## config.mk

```make
export PLATFORM = sky130hd
export DESIGN_NAME = pms_setup
export DESIGN_NICKNAME = d
export VERILOG_FILES = /design/src/rtl/pms_pkg.sv /design/src/rtl/pms_setup.sv
export SDC_FILE = /design/constraint.sdc
export NUM_CORES = 1
export LEC_CHECK = 0
export BUFFER_PORTS_ARGS = -buffer_cell sky130_fd_sc_hd__buf_2
export CAP_MARGIN = 10
export CORE_MARGIN = 5
export CORE_UTILIZATION = 58
export CTS_BUF_LIST = sky130_fd_sc_hd__clkbuf_16
export DETAILED_ROUTE_END_ITERATION = 8
export PLACE_DENSITY = 0.94
export SETUP_SLACK_MARGIN = 0.02
export SLEW_MARGIN = 20
export SYNTH_ARGS = -nofsm -noshare
export SYNTH_HDL_FRONTEND = slang
export SYNTH_SLANG_ARGS = --single-unit
```

## constraint.sdc

```tcl
create_clock -name clk -period 5.4 [get_ports clk]
set_clock_uncertainty 0.2 [all_clocks]
set_input_delay 0.54 -clock clk [delete_from_list [all_inputs] [get_ports clk]]
set_output_delay 0.54 -clock clk [all_outputs]
set_load 0.02 [all_outputs]
```

## src/rtl/pms_pkg.sv

```systemverilog
// Package for the partitioned multi-stack block.
// Holds the sizing constants, the item and result word types, codes and shared structs.
// No dependencies.
`timescale 1ns / 1ps

package pms_pkg;

    // Storage sizing.
    localparam int STORE_DEPTH = 1024;
    localparam int MAX_STACKS  = 8;
    localparam int ADDR_W      = $clog2(STORE_DEPTH);
    localparam int SIZE_W      = $clog2(STORE_DEPTH + 1);
    localparam int STACK_W     = (MAX_STACKS > 1) ? $clog2(MAX_STACKS) : 1;
    localparam int CNTE_W      = $clog2(MAX_STACKS + 1);
    localparam int STEP_W      = $clog2(SIZE_W + 1);

    // Fixed field widths.
    localparam int USED_W      = 11;
    localparam int COUNT_W     = 4;
    localparam int IDX_W       = 3;
    localparam int DATA_W      = 32;
    localparam int CFG_IDX_W   = 2;
    localparam int CFG_W       = USED_W;

    typedef enum logic [0:0] {
        ACT_PUSH = 1'b0,
        ACT_POP  = 1'b1
    } action_t;

    typedef enum logic [1:0] {
        ST_OK        = 2'd0,
        ST_OVERFLOW  = 2'd1,
        ST_UNDERFLOW = 2'd2,
        ST_BAD_INDEX = 2'd3
    } status_t;

    typedef enum logic [CFG_IDX_W-1:0] {
        CFG_USED_SIZE   = 2'd0,
        CFG_STACK_COUNT = 2'd1
    } cfg_reg_t;

    typedef enum logic [1:0] {
        SETUP_LOAD,
        SETUP_DIV,
        SETUP_SWEEP,
        SETUP_IDLE
    } setup_state_t;

    typedef struct packed {
        action_t                   action;
        logic [IDX_W-1:0]          stack_index;
        logic signed [DATA_W-1:0]  item_value;
    } item_t;

    typedef struct packed {
        status_t                   status;
        logic signed [DATA_W-1:0]  popped_value;
    } result_t;

    // One entry per stack: region base or region capacity.
    typedef logic [MAX_STACKS-1:0][SIZE_W-1:0] region_tab_t;

    // Partition state handed from the setup unit to the stack engine.
    typedef struct packed {
        logic              ready;
        logic [CNTE_W-1:0] count_eff;
    } layout_t;

    // Word store access request.
    typedef struct packed {
        logic              wr_en;
        logic              rd_en;
        logic [ADDR_W-1:0] addr;
        logic [DATA_W-1:0] wr_data;
    } mem_req_t;

endpackage

```

## src/rtl/pms_setup.sv

```systemverilog
// Configuration registers and partition setup: a serial divider for the region
// length followed by a sweep that fills the per-stack base and capacity tables.
// Depends on pms_pkg.
`timescale 1ns / 1ps

module pms_setup (
    input  logic                           clk,
    input  logic                           rst_n,
    input  logic                           cfg_valid,
    output logic                           cfg_ready,
    input  logic [pms_pkg::CFG_IDX_W-1:0]  cfg_index,
    input  logic [pms_pkg::CFG_W-1:0]      cfg_data,
    output pms_pkg::layout_t               layout,
    output pms_pkg::region_tab_t           base_tab,
    output pms_pkg::region_tab_t           cap_tab
);
    import pms_pkg::*;

    setup_state_t       state_reg, state_next;
    logic [USED_W-1:0]  used_reg;
    logic [COUNT_W-1:0] scount_reg;
    logic [STEP_W-1:0]  step_reg;
    logic [STACK_W-1:0] slot_reg;
    logic [SIZE_W-1:0]  quo_reg;
    logic [CNTE_W-1:0]  rem_reg;
    logic [SIZE_W-1:0]  acc_reg;
    region_tab_t        base_reg;
    region_tab_t        cap_reg;

    logic [SIZE_W-1:0]  eff_size;
    logic [CNTE_W-1:0]  count_eff;
    logic [CNTE_W:0]    trial;
    logic               fits;
    logic [CNTE_W-1:0]  rem_step;
    logic               last_slot;
    logic               cfg_write;
    logic               cfg_known;
    logic               load_en, div_en, sweep_en, idle;

    always_comb
    begin
        if (used_reg == '0)
        begin
            eff_size = SIZE_W'(1);
        end
        else if (32'(used_reg) > STORE_DEPTH)
        begin
            eff_size = SIZE_W'(STORE_DEPTH);
        end
        else
        begin
            eff_size = SIZE_W'(used_reg);
        end

        if (scount_reg == '0)
        begin
            count_eff = CNTE_W'(1);
        end
        else if (32'(scount_reg) > MAX_STACKS)
        begin
            count_eff = CNTE_W'(MAX_STACKS);
        end
        else
        begin
            count_eff = CNTE_W'(scount_reg);
        end
    end

    // One restoring division step per cycle.
    assign trial    = {rem_reg, quo_reg[SIZE_W-1]};
    assign fits     = trial >= {1'b0, count_eff};
    assign rem_step = fits ? CNTE_W'(trial - {1'b0, count_eff}) : trial[CNTE_W-1:0];

    assign last_slot = ({1'b0, slot_reg} + 1'b1) == (STACK_W + 1)'(count_eff);
    assign cfg_write = cfg_valid && cfg_ready;
    assign cfg_known = (cfg_index == CFG_USED_SIZE) || (cfg_index == CFG_STACK_COUNT);

    always_comb
    begin
        state_next = state_reg;
        case (state_reg)
            SETUP_LOAD:
            begin
                state_next = SETUP_DIV;
            end
            SETUP_DIV:
            begin
                if (step_reg == STEP_W'(SIZE_W - 1))
                begin
                    state_next = SETUP_SWEEP;
                end
            end
            SETUP_SWEEP:
            begin
                if (slot_reg == STACK_W'(MAX_STACKS - 1))
                begin
                    state_next = SETUP_IDLE;
                end
            end
            SETUP_IDLE:
            begin
                if (cfg_write && cfg_known)
                begin
                    state_next = SETUP_LOAD;
                end
            end
            default:
            begin
                state_next = SETUP_LOAD;
            end
        endcase
    end

    always_comb
    begin
        load_en  = 1'b0;
        div_en   = 1'b0;
        sweep_en = 1'b0;
        idle     = 1'b0;
        case (state_reg)
            SETUP_LOAD:  load_en  = 1'b1;
            SETUP_DIV:   div_en   = 1'b1;
            SETUP_SWEEP: sweep_en = 1'b1;
            SETUP_IDLE:  idle     = 1'b1;
            default:     load_en  = 1'b0;
        endcase
    end

    always_ff @(posedge clk or negedge rst_n)
    begin
        if (!rst_n)
        begin
            state_reg  <= SETUP_LOAD;
            used_reg   <= USED_W'(1024);
            scount_reg <= COUNT_W'(1);
            step_reg   <= '0;
            slot_reg   <= '0;
        end
        else
        begin
            state_reg <= state_next;
            if (cfg_write && (cfg_index == CFG_USED_SIZE))
            begin
                used_reg <= cfg_data[USED_W-1:0];
            end
            if (cfg_write && (cfg_index == CFG_STACK_COUNT))
            begin
                scount_reg <= cfg_data[COUNT_W-1:0];
            end
            if (load_en)
            begin
                step_reg <= '0;
                slot_reg <= '0;
            end
            if (div_en)
            begin
                step_reg <= step_reg + 1'b1;
            end
            if (sweep_en)
            begin
                slot_reg <= slot_reg + 1'b1;
            end
        end
    end

    always_ff @(posedge clk)
    begin
        if (load_en)
        begin
            quo_reg <= eff_size;
            rem_reg <= '0;
            acc_reg <= '0;
        end
        if (div_en)
        begin
            quo_reg <= {quo_reg[SIZE_W-2:0], fits};
            rem_reg <= rem_step;
        end
        if (sweep_en)
        begin
            base_reg[slot_reg] <= acc_reg;
            cap_reg[slot_reg]  <= last_slot ? (eff_size - acc_reg) : quo_reg;
            acc_reg            <= acc_reg + quo_reg;
        end
    end

    assign cfg_ready        = idle;
    assign layout.ready     = idle;
    assign layout.count_eff = count_eff;
    assign base_tab         = base_reg;
    assign cap_tab          = cap_reg;

endmodule

```

==> metrics.csv <==
stage,metric,value,unit
synthesis,synth_area,8880,um^2
floorplanning,core,15100,um^2
timing,period_share,64.1,%
synthesis,yosys_warnings,0,
timing,worst_pin_slew,1.00,ns
cells_and_area,diodes,0,
synthesis,avgSynthCellArea,16.6,um^2
grt,grt_pass1_wl,33000,um
detailed_routing,wl_per_cell,22.7,um
pwr,p_leak,4.36,nW
floorplanning,num_io_pins,198,
clock_tree,clkTransAtPathRegs,0.06,ns
synthesis,async_reset_ff_share,10.6,%
timing,rsz0062_at_grt,no,
timing,period_needed,3.46,ns
status,outcome,"complete, no violations",
job,maxCapViolCount,0,
timing,setup_violations,0,
floorplanning,die_h,134,um
synthesis,ys_seq_elements,226,
setup_path,worstSetupPathType,reg -> reg,
cells_and_area,drive_above_1_share,37.5,%
grt,grt_max_degree,25,
timing,whs,0.0674,ns
min_path,holdCritPathClass,in -> reg,
detailed_routing,wl,21700,um
timing,hold_violations,0,
detailed_routing,final_antenna_net_count,0,
clock_tree,cts_made_buffers,23,
synthesis,yosysTopAreaCell,edfxtp_1,
placed_design,place_congestion,0.961,
setup_path,required,5.32,ns
clock_tree,clock_latency,0.51,ns
setup_path,cp.arrival,3.38,ns
synthesis,syn_nets,585,
cells_and_area,syn_to_final_growth,23.0,%
placed_design,dpl.hpwl,14800,um
cells_and_area,fin_util,72.4,%
setup_path,worstSetupEndpointType,flop,
timing,fmax,289,MHz
floorplanning,die-area,17900,um^2
clock_tree,htree_levels,1,
detailed_routing,drc,0,
floorplanning,initial_utilization,58.9,%
timing,slew_headroom,33.3,%
clock_tree,cts_buffer_depth,3,
setup_path,worstPathMaxFanout,8,
detailed_routing,firstDrtPassIters,7,
synthesis,syn_inst,534,
clock_tree,postCtsResizedCells,0,
pwr,cellPowerDensity,666,nW/um^2
grt,antenna_found_initial,0,
setup_path,worst_setup_path_start_kind,flop,
floorplanning,num_rows,45,
detailed_routing,drtIter0Drc,504,
placed_design,dpl.cell_count,918,
grt,grt_usage,24.0,%
grt,grt_overflow,0,
synthesis,seq_area_frac_synth,75.1,%
pwr,ir_drop,402,uV
clock_tree,cts_tree,yes,
synthesis,synth_edf_count,202,
cells_and_area,nNetsFinal,807,
placed_design,numPortBuffers,197,
clock_tree,root_buffer,clkbuf_16,
synthesis,synth_ff_type,edfxtp_1,
timing,fin_setup_tns,0,ns
detailed_routing,vias,5659,
synthesis,synth.area.top_cells,"edfxtp_1 (68%), dfrtp_1 (6.2%), ha_1 (4.5%)",
synthesis,ys_types,54,
timing,slew_viol_final,0,
grt,grt_pass1_vias,5777,
clock_tree,cts_sinks,226,
floorplanning,die_x,134,um
detailed_routing,via_per_inst,5.91,
synthesis,synth.top_cell.area_share,68.3,%
pwr,total_power,7.27,mW
cells_and_area,stdcell_count,958,
what timing repair did:
action / in CTS / in global routing
endpoints found under the hold margin: 22 / 0
hold buffers: 1 / 0
buffers inserted: 0 / 0
stage by stage:
stage	setup slack (ns)	cell area, um^2
after floorplan	2.13	8880
after global placement	2.22	10100
after detailed placement	2.04	10100
after CTS	2.03	10900
after global routing	1.74	10900
final	1.94	10900
power breakdown:
group	switching [mW]	internal (mW)	leakage, nW
clock network	0.642	0.969	0.381
logic	1.72	0.927	1.81
registers	0.311	2.71	2.17
cells in the mapped netlist, drive strengths merged, types with 4 or more instances:
master and count:
o21ai 26, nand2 22, and3 4, xnor2 8, ha 32, nor2b 13
a21oi 14, inv 27, and2 5, clkbuf 7, a21o 7, o21a 8
mux2 29, edfxtp 202, nand3 9, nor3 11, dfrtp 22, nor2 24
xor2 7, a211oi 5
placed cells by master, fill, tap and decap left out, drive strengths merged, types with 3 or more instances in the layout:
master and instances:
inv 29, bufinv 4, a21o 7, clkinv 9, o21a 8, nor4 3, xnor2 8, mux2 29
buf 206, xor2 7, clkbuf 23, fa 3, dfrtp 22, a211oi 5, edfxtp 202, nor2 24
ha 32, nand2 22, and3 4, nor2b 13, nand4 3, nand3 9, nand2b 3, nand3b 3
nor3 11, and2 5, o21ai 26, a21oi 14
final cells by class:
type                    instances  area, um^2
clock buffers                  23         576
clock inverters                16         194
fillers                       879        4160
inverters                      27         101
multi-input cells             271        2090
flip-flops and latches        226        6670
well taps                     188         235
repair buffers                207        1060
per-layer routing:
| metal | part of all wire [%] | wire [um] | GRT usage (%) | vias up |
|---|---|---|---|---|
| met3 | 11 | 2330 | 6.04 | 60 |
| met2 | 50 | 10800 | 41.4 | 372 |
| met5 | 0 | 0 | 0 | - |
| met4 | 3.0 | 648 | 6.86 | 0 |
| li1 | - | - | - | 2482 |
| met1 | 37 | 7990 | 30.4 | 2745 |
kinds of logic after synthesis:
group | count (synthesis) | synth area share [%]
muxes | 30 | 3.79
buffers and inverters | 37 | 1.70
DFF | 226 | 75.1
adders and majority gates | 35 | 5.18
AOI/OAI and AO/OA | 82 | 6.41
and+or+nand+nor | 109 | 6.35
xor gates and xnor gates | 15 | 1.48
critical path, cell delays in order, from the launching register on:
cell and delay (ns):
dfrtp_1 0.41, nor4_1 0.30, nand3_1 0.16, o21ai_0 0.21, and2_1 0.21, ha_1 0.32
a2111oi_0 0.65, mux2i_1 0.17, nand3_1 0.12, o21ai_0 0.32
path summary, 6_finish.rpt:
kind / cells past startpoint / slack (ns) / endpoint / startpoint
setup / recovery: 9 / 1.94 / cap_tab[8] / used_reg[4]
hold / removal: 3 / 0.07 / used_reg[0] / cfg_data[0]
setup reg to reg: 9 / 1.94 / cap_tab[8] / used_reg[4]
hold reg to reg: 1 / 0.33 / step_reg[0] / step_reg[0]
max in group asynchronous: 2 / 4.30 / state_reg[1] / rst_n
min in group asynchronous: 2 / 0.33 / used_reg[7] / rst_n
No activity file was read; power rests on OpenSTA's default activity.
