$ cat config.mk
export PLATFORM = sky130hd
export DESIGN_NAME = pms_engine
export DESIGN_NICKNAME = d
export VERILOG_FILES = /design/src/rtl/pms_pkg.sv /design/src/rtl/pms_engine.sv
export SDC_FILE = /design/constraint.sdc
export NUM_CORES = 1
export LEC_CHECK = 0
export BUFFER_PORTS_ARGS = -buffer_cell sky130_fd_sc_hd__clkbuf_2
export CORE_AREA = 4 4 146 148
export DETAILED_ROUTE_END_ITERATION = 12
export DIE_AREA = 0 0 150 152
export GPL_ROUTABILITY_DRIVEN = 0
export PLACE_DENSITY_LB_ADDON = 0.2
export SLEW_MARGIN = 20
export SYNTH_ARGS = -nofsm -noshare
export SYNTH_HDL_FRONTEND = slang
export SYNTH_SLANG_ARGS = --single-unit
$ cat constraint.sdc
create_clock -name clk -period 8.2 [get_ports clk]
set_clock_uncertainty 0.1 [all_clocks]
set_input_delay 1.64 -clock clk [delete_from_list [all_inputs] [get_ports clk]]
set_output_delay 1.64 -clock clk [all_outputs]
set_load 0.01 [all_outputs]
$ cat src/rtl/pms_pkg.sv
// Package for the partitioned multi-stack block.
// Holds the sizing constants, the item and result word types, codes and shared structs.
// No dependencies.
`timescale 1ns / 1ps

package pms_pkg;

    // Storage sizing.
    localparam int STORE_DEPTH = 1024;
    localparam int MAX_STACKS  = 8;
    localparam int ADDR_W      = $clog2(STORE_DEPTH);
    localparam int SIZE_W      = $clog2(STORE_DEPTH + 1);
    localparam int STACK_W     = (MAX_STACKS > 1) ? $clog2(MAX_STACKS) : 1;
    localparam int CNTE_W      = $clog2(MAX_STACKS + 1);
    localparam int STEP_W      = $clog2(SIZE_W + 1);

    // Fixed field widths.
    localparam int USED_W      = 11;
    localparam int COUNT_W     = 4;
    localparam int IDX_W       = 3;
    localparam int DATA_W      = 32;
    localparam int CFG_IDX_W   = 2;
    localparam int CFG_W       = USED_W;

    typedef enum logic [0:0] {
        ACT_PUSH = 1'b0,
        ACT_POP  = 1'b1
    } action_t;

    typedef enum logic [1:0] {
        ST_OK        = 2'd0,
        ST_OVERFLOW  = 2'd1,
        ST_UNDERFLOW = 2'd2,
        ST_BAD_INDEX = 2'd3
    } status_t;

    typedef enum logic [CFG_IDX_W-1:0] {
        CFG_USED_SIZE   = 2'd0,
        CFG_STACK_COUNT = 2'd1
    } cfg_reg_t;

    typedef enum logic [1:0] {
        SETUP_LOAD,
        SETUP_DIV,
        SETUP_SWEEP,
        SETUP_IDLE
    } setup_state_t;

    typedef struct packed {
        action_t                   action;
        logic [IDX_W-1:0]          stack_index;
        logic signed [DATA_W-1:0]  item_value;
    } item_t;

    typedef struct packed {
        status_t                   status;
        logic signed [DATA_W-1:0]  popped_value;
    } result_t;

    // One entry per stack: region base or region capacity.
    typedef logic [MAX_STACKS-1:0][SIZE_W-1:0] region_tab_t;

    // Partition state handed from the setup unit to the stack engine.
    typedef struct packed {
        logic              ready;
        logic [CNTE_W-1:0] count_eff;
    } layout_t;

    // Word store access request.
    typedef struct packed {
        logic              wr_en;
        logic              rd_en;
        logic [ADDR_W-1:0] addr;
        logic [DATA_W-1:0] wr_data;
    } mem_req_t;

endpackage

$ cat src/rtl/pms_engine.sv
// Stack engine: fill counts, status decision, store access and the result pipeline.
// Depends on pms_pkg.
`timescale 1ns / 1ps

module pms_engine (
    input  logic                         clk,
    input  logic                         rst_n,
    input  logic                         in_valid,
    output logic                         in_stall,
    input  pms_pkg::item_t               in_data,
    output logic                         out_valid,
    input  logic                         out_stall,
    output pms_pkg::result_t             out_data,
    input  pms_pkg::layout_t             layout,
    input  pms_pkg::region_tab_t         base_tab,
    input  pms_pkg::region_tab_t         cap_tab,
    output pms_pkg::mem_req_t            mem_req,
    input  logic [pms_pkg::DATA_W-1:0]   rd_data
);
    import pms_pkg::*;

    logic [MAX_STACKS-1:0][SIZE_W-1:0] fill_reg;
    logic               s1_valid_reg;
    status_t            s1_status_reg;
    logic               s1_pop_reg;
    logic               out_valid_reg;
    result_t            out_data_reg;

    logic               out_free, s1_adv, accept;
    logic [STACK_W-1:0] slot;
    logic [SIZE_W-1:0]  fill, base, cap, ptr;
    logic               bad, is_pop;
    status_t            status;
    logic               op_ok;

    assign out_free = !out_valid_reg || !out_stall;
    assign s1_adv   = s1_valid_reg && out_free;
    assign in_stall = !layout.ready || (s1_valid_reg && !out_free);
    assign accept   = in_valid && !in_stall;

    assign slot   = in_data.stack_index[STACK_W-1:0];
    assign fill   = fill_reg[slot];
    assign base   = base_tab[slot];
    assign cap    = cap_tab[slot];
    assign ptr    = base + fill;
    assign is_pop = (in_data.action == ACT_POP);
    assign bad    = 32'(in_data.stack_index) >= 32'(layout.count_eff);

    always_comb
    begin
        if (bad)
        begin
            status = ST_BAD_INDEX;
        end
        else if (!is_pop && (fill >= cap))
        begin
            status = ST_OVERFLOW;
        end
        else if (is_pop && (fill == '0))
        begin
            status = ST_UNDERFLOW;
        end
        else
        begin
            status = ST_OK;
        end
    end

    assign op_ok = accept && (status == ST_OK);

    always_comb
    begin
        mem_req.wr_en   = op_ok && !is_pop;
        mem_req.rd_en   = op_ok && is_pop;
        mem_req.addr    = is_pop ? ADDR_W'(ptr - 1'b1) : ptr[ADDR_W-1:0];
        mem_req.wr_data = in_data.item_value;
    end

    always_ff @(posedge clk or negedge rst_n)
    begin
        if (!rst_n)
        begin
            fill_reg      <= '0;
            s1_valid_reg  <= 1'b0;
            out_valid_reg <= 1'b0;
        end
        else
        begin
            if (!layout.ready)
            begin
                fill_reg <= '0;
            end
            else if (op_ok)
            begin
                fill_reg[slot] <= is_pop ? (fill - 1'b1) : (fill + 1'b1);
            end

            if (accept)
            begin
                s1_valid_reg <= 1'b1;
            end
            else if (s1_adv)
            begin
                s1_valid_reg <= 1'b0;
            end

            if (s1_adv)
            begin
                out_valid_reg <= 1'b1;
            end
            else if (!out_stall)
            begin
                out_valid_reg <= 1'b0;
            end
        end
    end

    always_ff @(posedge clk)
    begin
        if (accept)
        begin
            s1_status_reg <= status;
            s1_pop_reg    <= is_pop;
        end
        if (s1_adv)
        begin
            out_data_reg.status       <= s1_status_reg;
            out_data_reg.popped_value <= (s1_pop_reg && (s1_status_reg == ST_OK)) ?
                                         rd_data : '0;
        end
    end

    assign out_valid = out_valid_reg;
    assign out_data  = out_data_reg;

endmodule

==> results.toml, run 1 <==
[outcome]
status = "finished clean"

[clocking]
ctsHoldBuffers = 0
cts_sinks = 127
post_cts_buffers = 0
clk_pin_slew_ns = 0.07
cts_tree = "yes"
ctsLongestPathBuffers = 2
cts_buffers = 17
cts_resized = 0
clock-root-buffer = "clkbuf_16"
htree_levels = 4
clk_latency_ns = 0.42

[floorplan]
fp-row-count = 52
dieArea_mm2 = 0.0228
io_pins = 333
start_util = 0.442
core_mm2 = 0.0200
die-width_um = 150
chipHeight_um = 152

[setup_path]
cp_common_cell = "buf_4"
cpMaxStageDelayCell = "fa_1"
cp.arrival_ns = 5.79
endpoint_kind = "output pin"
reg2regPathDepth = 10
reg2reg_slack_ns = 4.04
path_cells = "buf_4 -> buf_4 -> mux2_2 -> nand2_1 -> o221ai_1 -> fa_1 -> a21oi_1 -> o21ai_1 -> a2111oi_0 -> nor3_1 -> xor2_1 -> nor4_1 -> xnor3_1 -> clkbuf_2"
max_stage_delay_ns = 0.54
path_class = "in2out"
crit_required_ns = 6.46
path_max_fanout = 50
cp-start-kind = "primary input"

[sta]
hold_viol = 0
fmax_mhz = 133
whs_ns = 0.395
worst_pin_slew_ns = 1.13
slew_viol_final = 0
setup_tns_ns = 0
period_share = 0.918
rsz0062_at_grt = "false"
min_period_ns = 7.53
finalSetupViolCount = 0
max_slew_margin = 0.244

[cells_and_area]
layout-drive-gt1-share = 0.347
n_fill_cell = 1881
largest_register_ffs = 88
layout.cells.most_common_list = "257 x clkbuf_2, 109 x mux2i_1, 109 x nand2_1"
layout_commonest_cell = "clkbuf_2"
final_area_mm2 = 0.0109
diodes = 0
areaGrowthSynthToFinish_pct = 22.5
nNetsFinal = 1377

[route]
drt_pass1_iterations = 5
ant_nets = 0
drt_wl_total_um = 30800
post_drt_wl_per_cell_um = 22.4
viasPerCell = 5.67
drtIter0Drc = 659
drc = 0
detailroute.via_count = 7785

[global_routing]
grt_use_met2 = 0.432
grt.busiest_layer = "met2"
use_met3 = 0.0584
overflow = 0
grt_pass1_vias = 7703
antenna_found_initial = 0
globalRouteMet1Util = 0.341
grt_pass1_wl_um = 45700
grt_max_degree = 83
grt_usage = 0.263

[worst_hold_path]
hold_path_class = "reg2reg"
hold_depth = 0

[synth]
synth_mux_area_frac = 0.203
synth_edf_count = 37
yosys.area_share.simple = 0.141
synth_top_family_by_area = "multiplexers"
synth-seq-cells = 127
syn_area_mm2 = 0.00886
async_flop_share = 0.709
syn-num-nets = 1153
syn_inst = 865
synth.distinct_cells = 70
synth_compound_area_frac = 0.140
ys_seq_area_frac = 0.380
avgSynthCellArea_um2 = 10.2
synthXorXnorAreaFrac = 0.0243
yosys_warnings = 0
synth_top_flop_cell = "dfrtp_1"
synthAdderAreaFrac = 0.0511

[run]
drv_cap = 0

[pwr]
peakVddDrop_mv = 0.140
p_leak_nw = 5.63
power_density_mw_per_mm2 = 168

[placement]
placed_area_mm2 = 0.0102
io_buffers = 260
hpwl_um = 23200
[worst max-delay path: cells and delay by family]
kind | cells | cell delay, ns
buffers and inverters | 3 | 1.06
and+or+nand+nor | 3 | 0.60
adders and majority gates | 1 | 0.54
xor gates and xnor gates | 2 | 0.56
muxes | 1 | 0.37
AOI/OAI and AO/OA | 4 | 0.97
[metal layers]
metal | up-vias | part of all wire | routed length (um)
met5 | - | 0 | 0
met4 | 0 | 0.034 | 1040
met3 | 57 | 0.076 | 2330
met2 | 338 | 0.48 | 14900
met1 | 3778 | 0.41 | 12500
li1 | 3612 | - | -
[layout make-up]
cell class	count	area (um^2)	share of cell area
Multi-Input combinational cell	639	4970	0.458
Sequential cell	127	3360	0.310
Timing Repair Buffer	282	1510	0.139
Clock buffer	17	425	0.0392
Tap cell	270	338	0.0311
Clock inverter	15	170	0.0157
Inverter	22	82.6	0.00761
[power breakdown]
| part | leakage [nW] | switching, mW | internal (mW) | total, mW |
|---|---|---|---|---|
| clock network | 0.285 | 0.307 | 0.457 | 0.764 |
| logic | 3.74 | 0.215 | 0.153 | 0.369 |
| registers | 1.60 | 0.0111 | 0.676 | 0.687 |
[cell usage after synthesis, types with 6 or more instances]
cell type / number / share of area
mux2i_1: 109 / 0.12
nand2_1: 109 / 0.046
dfrtp_1: 90 / 0.25
a21oi_1: 51 / 0.029
nor2_1: 48 / 0.020
edfxtp_1: 37 / 0.13
buf_4: 36 / 0.031
and2_1: 34 / 0.024
ha_1: 33 / 0.047
clkbuf_1: 22 / 0.0093
mux4_2: 20 / 0.051
mux2_2: 19 / 0.024
inv_1: 18 / 0.0076
a221oi_1: 17 / 0.017
o21ai_0: 16 / 0.0090
a22oi_1: 15 / 0.013
nand3_1: 14 / 0.0079
xor2_1: 14 / 0.014
buf_2: 12 / 0.0068
nor3_1: 12 / 0.0068
a211oi_1: 11 / 0.0093
a21o_1: 8 / 0.0068
nand3b_1: 8 / 0.0068
xnor2_1: 8 / 0.0079
o211ai_1: 7 / 0.0059
nand2_2: 6 / 0.0042
[path summary, 6_finish.rpt]
kind / start / endpoint
worst max-delay path: in_data[34] / mem_req[41]
worst min-delay path: s1_status_reg[0]$_DFFE_PP_ / out_data[32]$_DFFE_PP_
worst max register to register: fill_reg[19]$_DFFE_PN0P_ / fill_reg[77]$_DFFE_PN0P_
worst min register to register: s1_status_reg[0]$_DFFE_PP_ / out_data[32]$_DFFE_PP_
max in group asynchronous: rst_n / fill_reg[66]$_DFFE_PN0P_
min in group asynchronous: rst_n / fill_reg[51]$_DFFE_PN0P_
[kinds of logic (layout without fill, tap and decap cells)]
group                    count (synthesis)  after routing
AND/OR/NAND/NOR                        260            260
AO/OA/AOI/OAI                          171            171
multiplexers                           150            150
adder cells (fa/ha/maj)                 35             35
buffers and inverters                   99            336
flip-flops                             127            127
XOR/XNOR                                23             23
[per-stage QoR]
step	instances	utilization	power, mW	setup WS [ns]
floorplan	865	-	0.924	1.00
global placement	1339	0.510	1.06	0.758
detailed placement	1339	0.510	1.06	0.731
CTS	1371	0.540	1.83	0.699
global route	1372	0.542	1.90	0.437
finish	1372	0.542	1.82	0.672
Power figures use the tool's default switching activity.
==> inputs of run 2 (changes only) <==
Settings changed: RECOVER_POWER set to 100.
==> results.toml, run 2 (synthesis gave the netlist of run 1 again) <==
[setup_path]
rr_startpoint = "fill_reg[19]$_DFFE_PN0P_"
cp.arrival_ns = 5.89
reg2regPathDepth = 10
reg2reg_slack_ns = 3.82
crit_required_ns = 6.46
crit_buf_inv = 6
path_class = "in2out"
cp-start-kind = "primary input"
crit_family = "buffers and inverters"
endpoint_kind = "output pin"
critPathLaunch = "in_data[33]"
r2r_end = "fill_reg[73]$_DFFE_PN0P_"
cpMaxStageDelayCell = "nor3b_1"
path_max_fanout = 13
max_stage_delay_ns = 0.83
path_cells = "buf_2 -> buf_4 -> inv_1 -> buf_4 -> a21oi_1 -> a2111oi_0 -> inv_1 -> ha_1 -> a211o_1 -> o221ai_1 -> nor3b_1 -> a21oi_1 -> nand4_1 -> nor2_1 -> clkbuf_1"

[global_routing]
grt_max_degree = 83
grt_usage = 0.263
overflow = 0
antenna_found_initial = 0
grt_pass1_vias = 7703
grt_pass1_wl_um = 45700

[route]
post_drt_wl_per_cell_um = 22.5
drtIter0Drc = 674
detailroute.via_count = 7796
drt_pass1_iterations = 5
ant_nets = 0
drt_wl_total_um = 30800
viasPerCell = 5.68
drc = 0

[clocking]
cts_sinks = 127
cts_tree = "yes"
clk_pin_slew_ns = 0.07
ctsLongestPathBuffers = 2
ctsHoldBuffers = 0
htree_levels = 4
post_cts_buffers = 0
cts_buffers = 17
clk_latency_ns = 0.42
clock-root-buffer = "clkbuf_16"
cts_resized = 0

[floorplan]
start_util = 0.442
die-width_um = 150
dieArea_mm2 = 0.0228
core_mm2 = 0.0200
chipHeight_um = 152
fp-row-count = 52
io_pins = 333

[cells_and_area]
largest_register_ffs = 88
layout_commonest_cell = "clkbuf_2"
multi_input_area_mm2 = 0.00492
layout.cells.most_common_list = "208 x clkbuf_2, 117 x nand2_1, 109 x mux2i_1"
diodes = 0
layout-drive-gt1-share = 0.289
areaGrowthSynthToFinish_pct = 20.9
nNetsFinal = 1377
n_fill_cell = 1908
fin_util = 0.534
seqCellArea_mm2 = 0.00336

[sta]
slew_viol_final = 101
finalSetupViolCount = 0
setup_tns_ns = 0
min_period_ns = 7.63
max_slew_margin = -1.95
fmax_mhz = 131
worst_pin_slew_ns = 4.42
rsz0062_at_grt = "false"
period_share = 0.930
hold_viol = 0

[pwr]
power_density_mw_per_mm2 = 169
p_leak_nw = 5.43
peakVddDrop_mv = 0.141

[worst_hold_path]
hold_path_class = "reg2reg"
hold_depth = 0
holdPathEnd = "out_data[32]$_DFFE_PP_"
hp-start = "s1_status_reg[0]$_DFFE_PP_"

[placement]
hpwl_um = 23200
io_buffers = 260

[run]
drv_cap = 2

[outcome]
status = "finished with violations"
violations = "capacitance limit, slew limit"
run 2: worst max path at each step:
stage                        endpoint  slack (ns)  cells past startpoint
final                     mem_req[43]        0.57                     15
after global routing      mem_req[43]        0.33                     15
after CTS                 mem_req[41]        0.70                     12
after detailed placement  mem_req[41]        0.73                     12
after global placement    mem_req[41]        0.76                     14
after floorplan           mem_req[41]        1.00                     17
run 2: layout make-up:
type,count,share of cell area
clock buffer,17,0.0397
timing repair buffer,282,0.132
multi-input combinational,639,0.459
inverter,22,0.00771
clock inverter,15,0.0159
sequential,127,0.314
tap,270,0.0315
run 2: metrics by stage:
stage	hold WS, ns	total power [mW]	area (um^2)	setup slack, ns	cells
after detailed placement	0.377	1.06	10200	0.731	1339
after global routing	0.406	1.88	10700	0.328	1372
after floorplan	0.327	0.924	8860	1.00	865
final	0.394	1.81	10700	0.572	1372
after global placement	0.370	1.06	10200	0.758	1339
after CTS	0.396	1.83	10800	0.699	1371
run 2: power by group:
| group | switching, mW | internal [mW] | total (mW) |
|---|---|---|---|
| logic | 0.213 | 0.144 | 0.357 |
| registers | 0.0107 | 0.677 | 0.687 |
| clock network | 0.307 | 0.457 | 0.764 |
| total | 0.532 | 1.28 | 1.81 |
run 2: routing by layer:
| metal | part of all wire | GRT usage | vias up |
|---|---|---|---|
| met5 | 0 | 0 | - |
| met4 | 0.032 | 0.0954 | 0 |
| met3 | 0.069 | 0.0584 | 54 |
| met2 | 0.49 | 0.432 | 298 |
| met1 | 0.41 | 0.341 | 3826 |
| li1 | - | - | 3618 |
==> inputs of run 3 (changes only) <==
Settings changed: CORE_AREA 4 4 146 148 to 4 4 113 169, DIE_AREA 0 0 150 152 to 0 0 117 173.
==> results.toml, run 3 (synthesis gave the netlist of run 1 again) <==
[cells_and_area]
diodes = 0
layout-drive-gt1-share = 0.286
final_area_mm2 = 0.0107
fin_util = 0.602
areaGrowthSynthToFinish_pct = 20.3
largest_register_ffs = 88
n_fill_cell = 1532
layout_commonest_cell = "clkbuf_2"
layout.cells.most_common_list = "208 x clkbuf_2, 117 x nand2_1, 109 x mux2i_1"
nNetsFinal = 1376

[pwr]
internal_power_mw = 1.30
p_leak_nw = 5.43
pwr-share-seq = 0.379
switching_share = 0.283
power_density_mw_per_mm2 = 170
comb_power_share = 0.200
peakVddDrop_mv = 0.129
power_switching_mw = 0.512
p_clk_frac = 0.421

[setup_path]
cp.arrival_ns = 5.96
max_stage_delay_ns = 0.55
rr_startpoint = "fill_reg[19]$_DFFE_PN0P_"
path_max_fanout = 26
endpoint_kind = "output pin"
reg2reg_slack_ns = 3.85
cp-start-kind = "primary input"
crit_required_ns = 6.46
r2r_end = "fill_reg[46]$_DFFE_PN0P_"
path_class = "in2out"
reg2regPathDepth = 10
path_cells = "buf_2 -> buf_12 -> buf_4 -> nand2_1 -> nor2_1 -> a221oi_1 -> o21ai_0 -> ha_1 -> a21oi_1 -> o21ai_1 -> a2111oi_0 -> nor3_1 -> xor2_1 -> nor4_1 -> xnor3_1 -> clkbuf_1"
cpMaxStageDelayCell = "nor2_1"

[sta]
worst_pin_slew_ns = 3.52
min_period_ns = 7.70
rsz0062_at_grt = "false"
whs_ns = 0.373
finalSetupViolCount = 0
slew_viol_final = 193
fmax_mhz = 130
setup_tns_ns = 0
max_slew_margin = -1.35
period_share = 0.939
hold_viol = 0

[placement]
hpwl_um = 22400
placed_area_mm2 = 0.0102
io_buffers = 260

[worst_hold_path]
holdPathEnd = "out_data[32]$_DFFE_PP_"
hold_depth = 0
hp-start = "s1_status_reg[0]$_DFFE_PP_"
hold_path_class = "reg2reg"

[global_routing]
grt_pass1_vias = 7914
overflow = 0
grt_pass1_wl_um = 44200
grt_usage = 0.292
antenna_found_initial = 0
grt_max_degree = 83

[route]
drt_pass1_iterations = 5
detailroute.via_count = 7796
drc = 0
ant_nets = 0
drtIter0Drc = 603
viasPerCell = 5.92
post_drt_wl_per_cell_um = 22.6
drt_wl_total_um = 29800

[clocking]
clock-root-buffer = "clkbuf_16"
cts_tree = "yes"
cts_buffers = 17
ctsLongestPathBuffers = 2
cts_resized = 0
cts_sinks = 127
ctsHoldBuffers = 0
htree_levels = 4
clk_latency_ns = 0.43
post_cts_buffers = 0
clk_pin_slew_ns = 0.06

[floorplan]
dieArea_mm2 = 0.0202
fp-row-count = 60
die-width_um = 117
chipHeight_um = 173
core_mm2 = 0.0177
start_util = 0.500
io_pins = 333

[outcome]
violations = "capacitance limit, slew limit"
status = "finished with violations"

[run]
drv_cap = 4
-- run 3: cell count changes in the layout (fill, tap and decap cells not counted), moves of 2 or more --
cell	change
and2_1	-3
buf_12	+2
clkinv_2	+3
inv_6	-7
clkbuf_1	+2
clkinv_4	+2
and2_0	+3
buf_4	-4
-- run 3: final cells by class --
class / instances / area (um^2) / area share
Clock inverter: 14 / 166 / 0.0156
Multi-Input combinational cell: 639 / 4920 / 0.462
Tap cell: 217 / 272 / 0.0255
Sequential cell: 127 / 3360 / 0.316
Inverter: 22 / 82.6 / 0.00775
Clock buffer: 18 / 429 / 0.0403
Timing Repair Buffer: 281 / 1430 / 0.134
-- run 3: worst max-delay path by stage --
| stage | from | endpoint | slack, ns | cells past startpoint |
|---|---|---|---|---|
| 2_1_floorplan | in_data[34] | mem_req[41] | 1.00 | 17 |
| 3_5_place_dp | in_data[33] | mem_req[41] | 0.61 | 15 |
| 3_3_place_gp | in_data[33] | mem_req[41] | 0.61 | 15 |
| 4_1_cts | in_data[33] | mem_req[41] | 0.61 | 15 |
| 6_report | in_data[33] | mem_req[41] | 0.50 | 16 |
| 5_1_grt | layout[4] | mem_req[43] | 0.23 | 7 |
-- run 3: critical path, delay by kind of cell --
| family | cells | cell delay [ns] |
|---|---|---|
| and+or+nand+nor | 4 | 1.28 |
| buffers and inverters | 4 | 1.09 |
| AOI/OAI and AO/OA | 5 | 1.03 |
| xor gates and xnor gates | 2 | 0.56 |
| adders and majority gates | 1 | 0.31 |
-- run 3: power by group through the flow --
stage / Sequential (mW) / Combinational [mW] / Clock [mW]
2_1_floorplan: 0.702 / 0.222 / 0
3_3_place_gp: 0.696 / 0.364 / 0
3_5_place_dp: 0.697 / 0.367 / 0
4_1_cts: 0.685 / 0.369 / 0.773
5_1_grt: 0.687 / 0.393 / 0.803
6_report: 0.685 / 0.362 / 0.763
-- run 3: stage by stage --
stage	instances	worst slack, ns	total power, mW
5_1_grt	1318	0.234	1.88
3_3_place_gp	1285	0.610	1.06
2_1_floorplan	865	1.00	0.924
3_5_place_dp	1285	0.608	1.06
4_1_cts	1317	0.612	1.83
6_report	1318	0.502	1.81
-- run 3: layer usage --
layer	GRT usage	wire, um
met1	0.349	11300
met3	0.0630	2220
met2	0.495	15000
met5	0	0
met4	0.129	1290
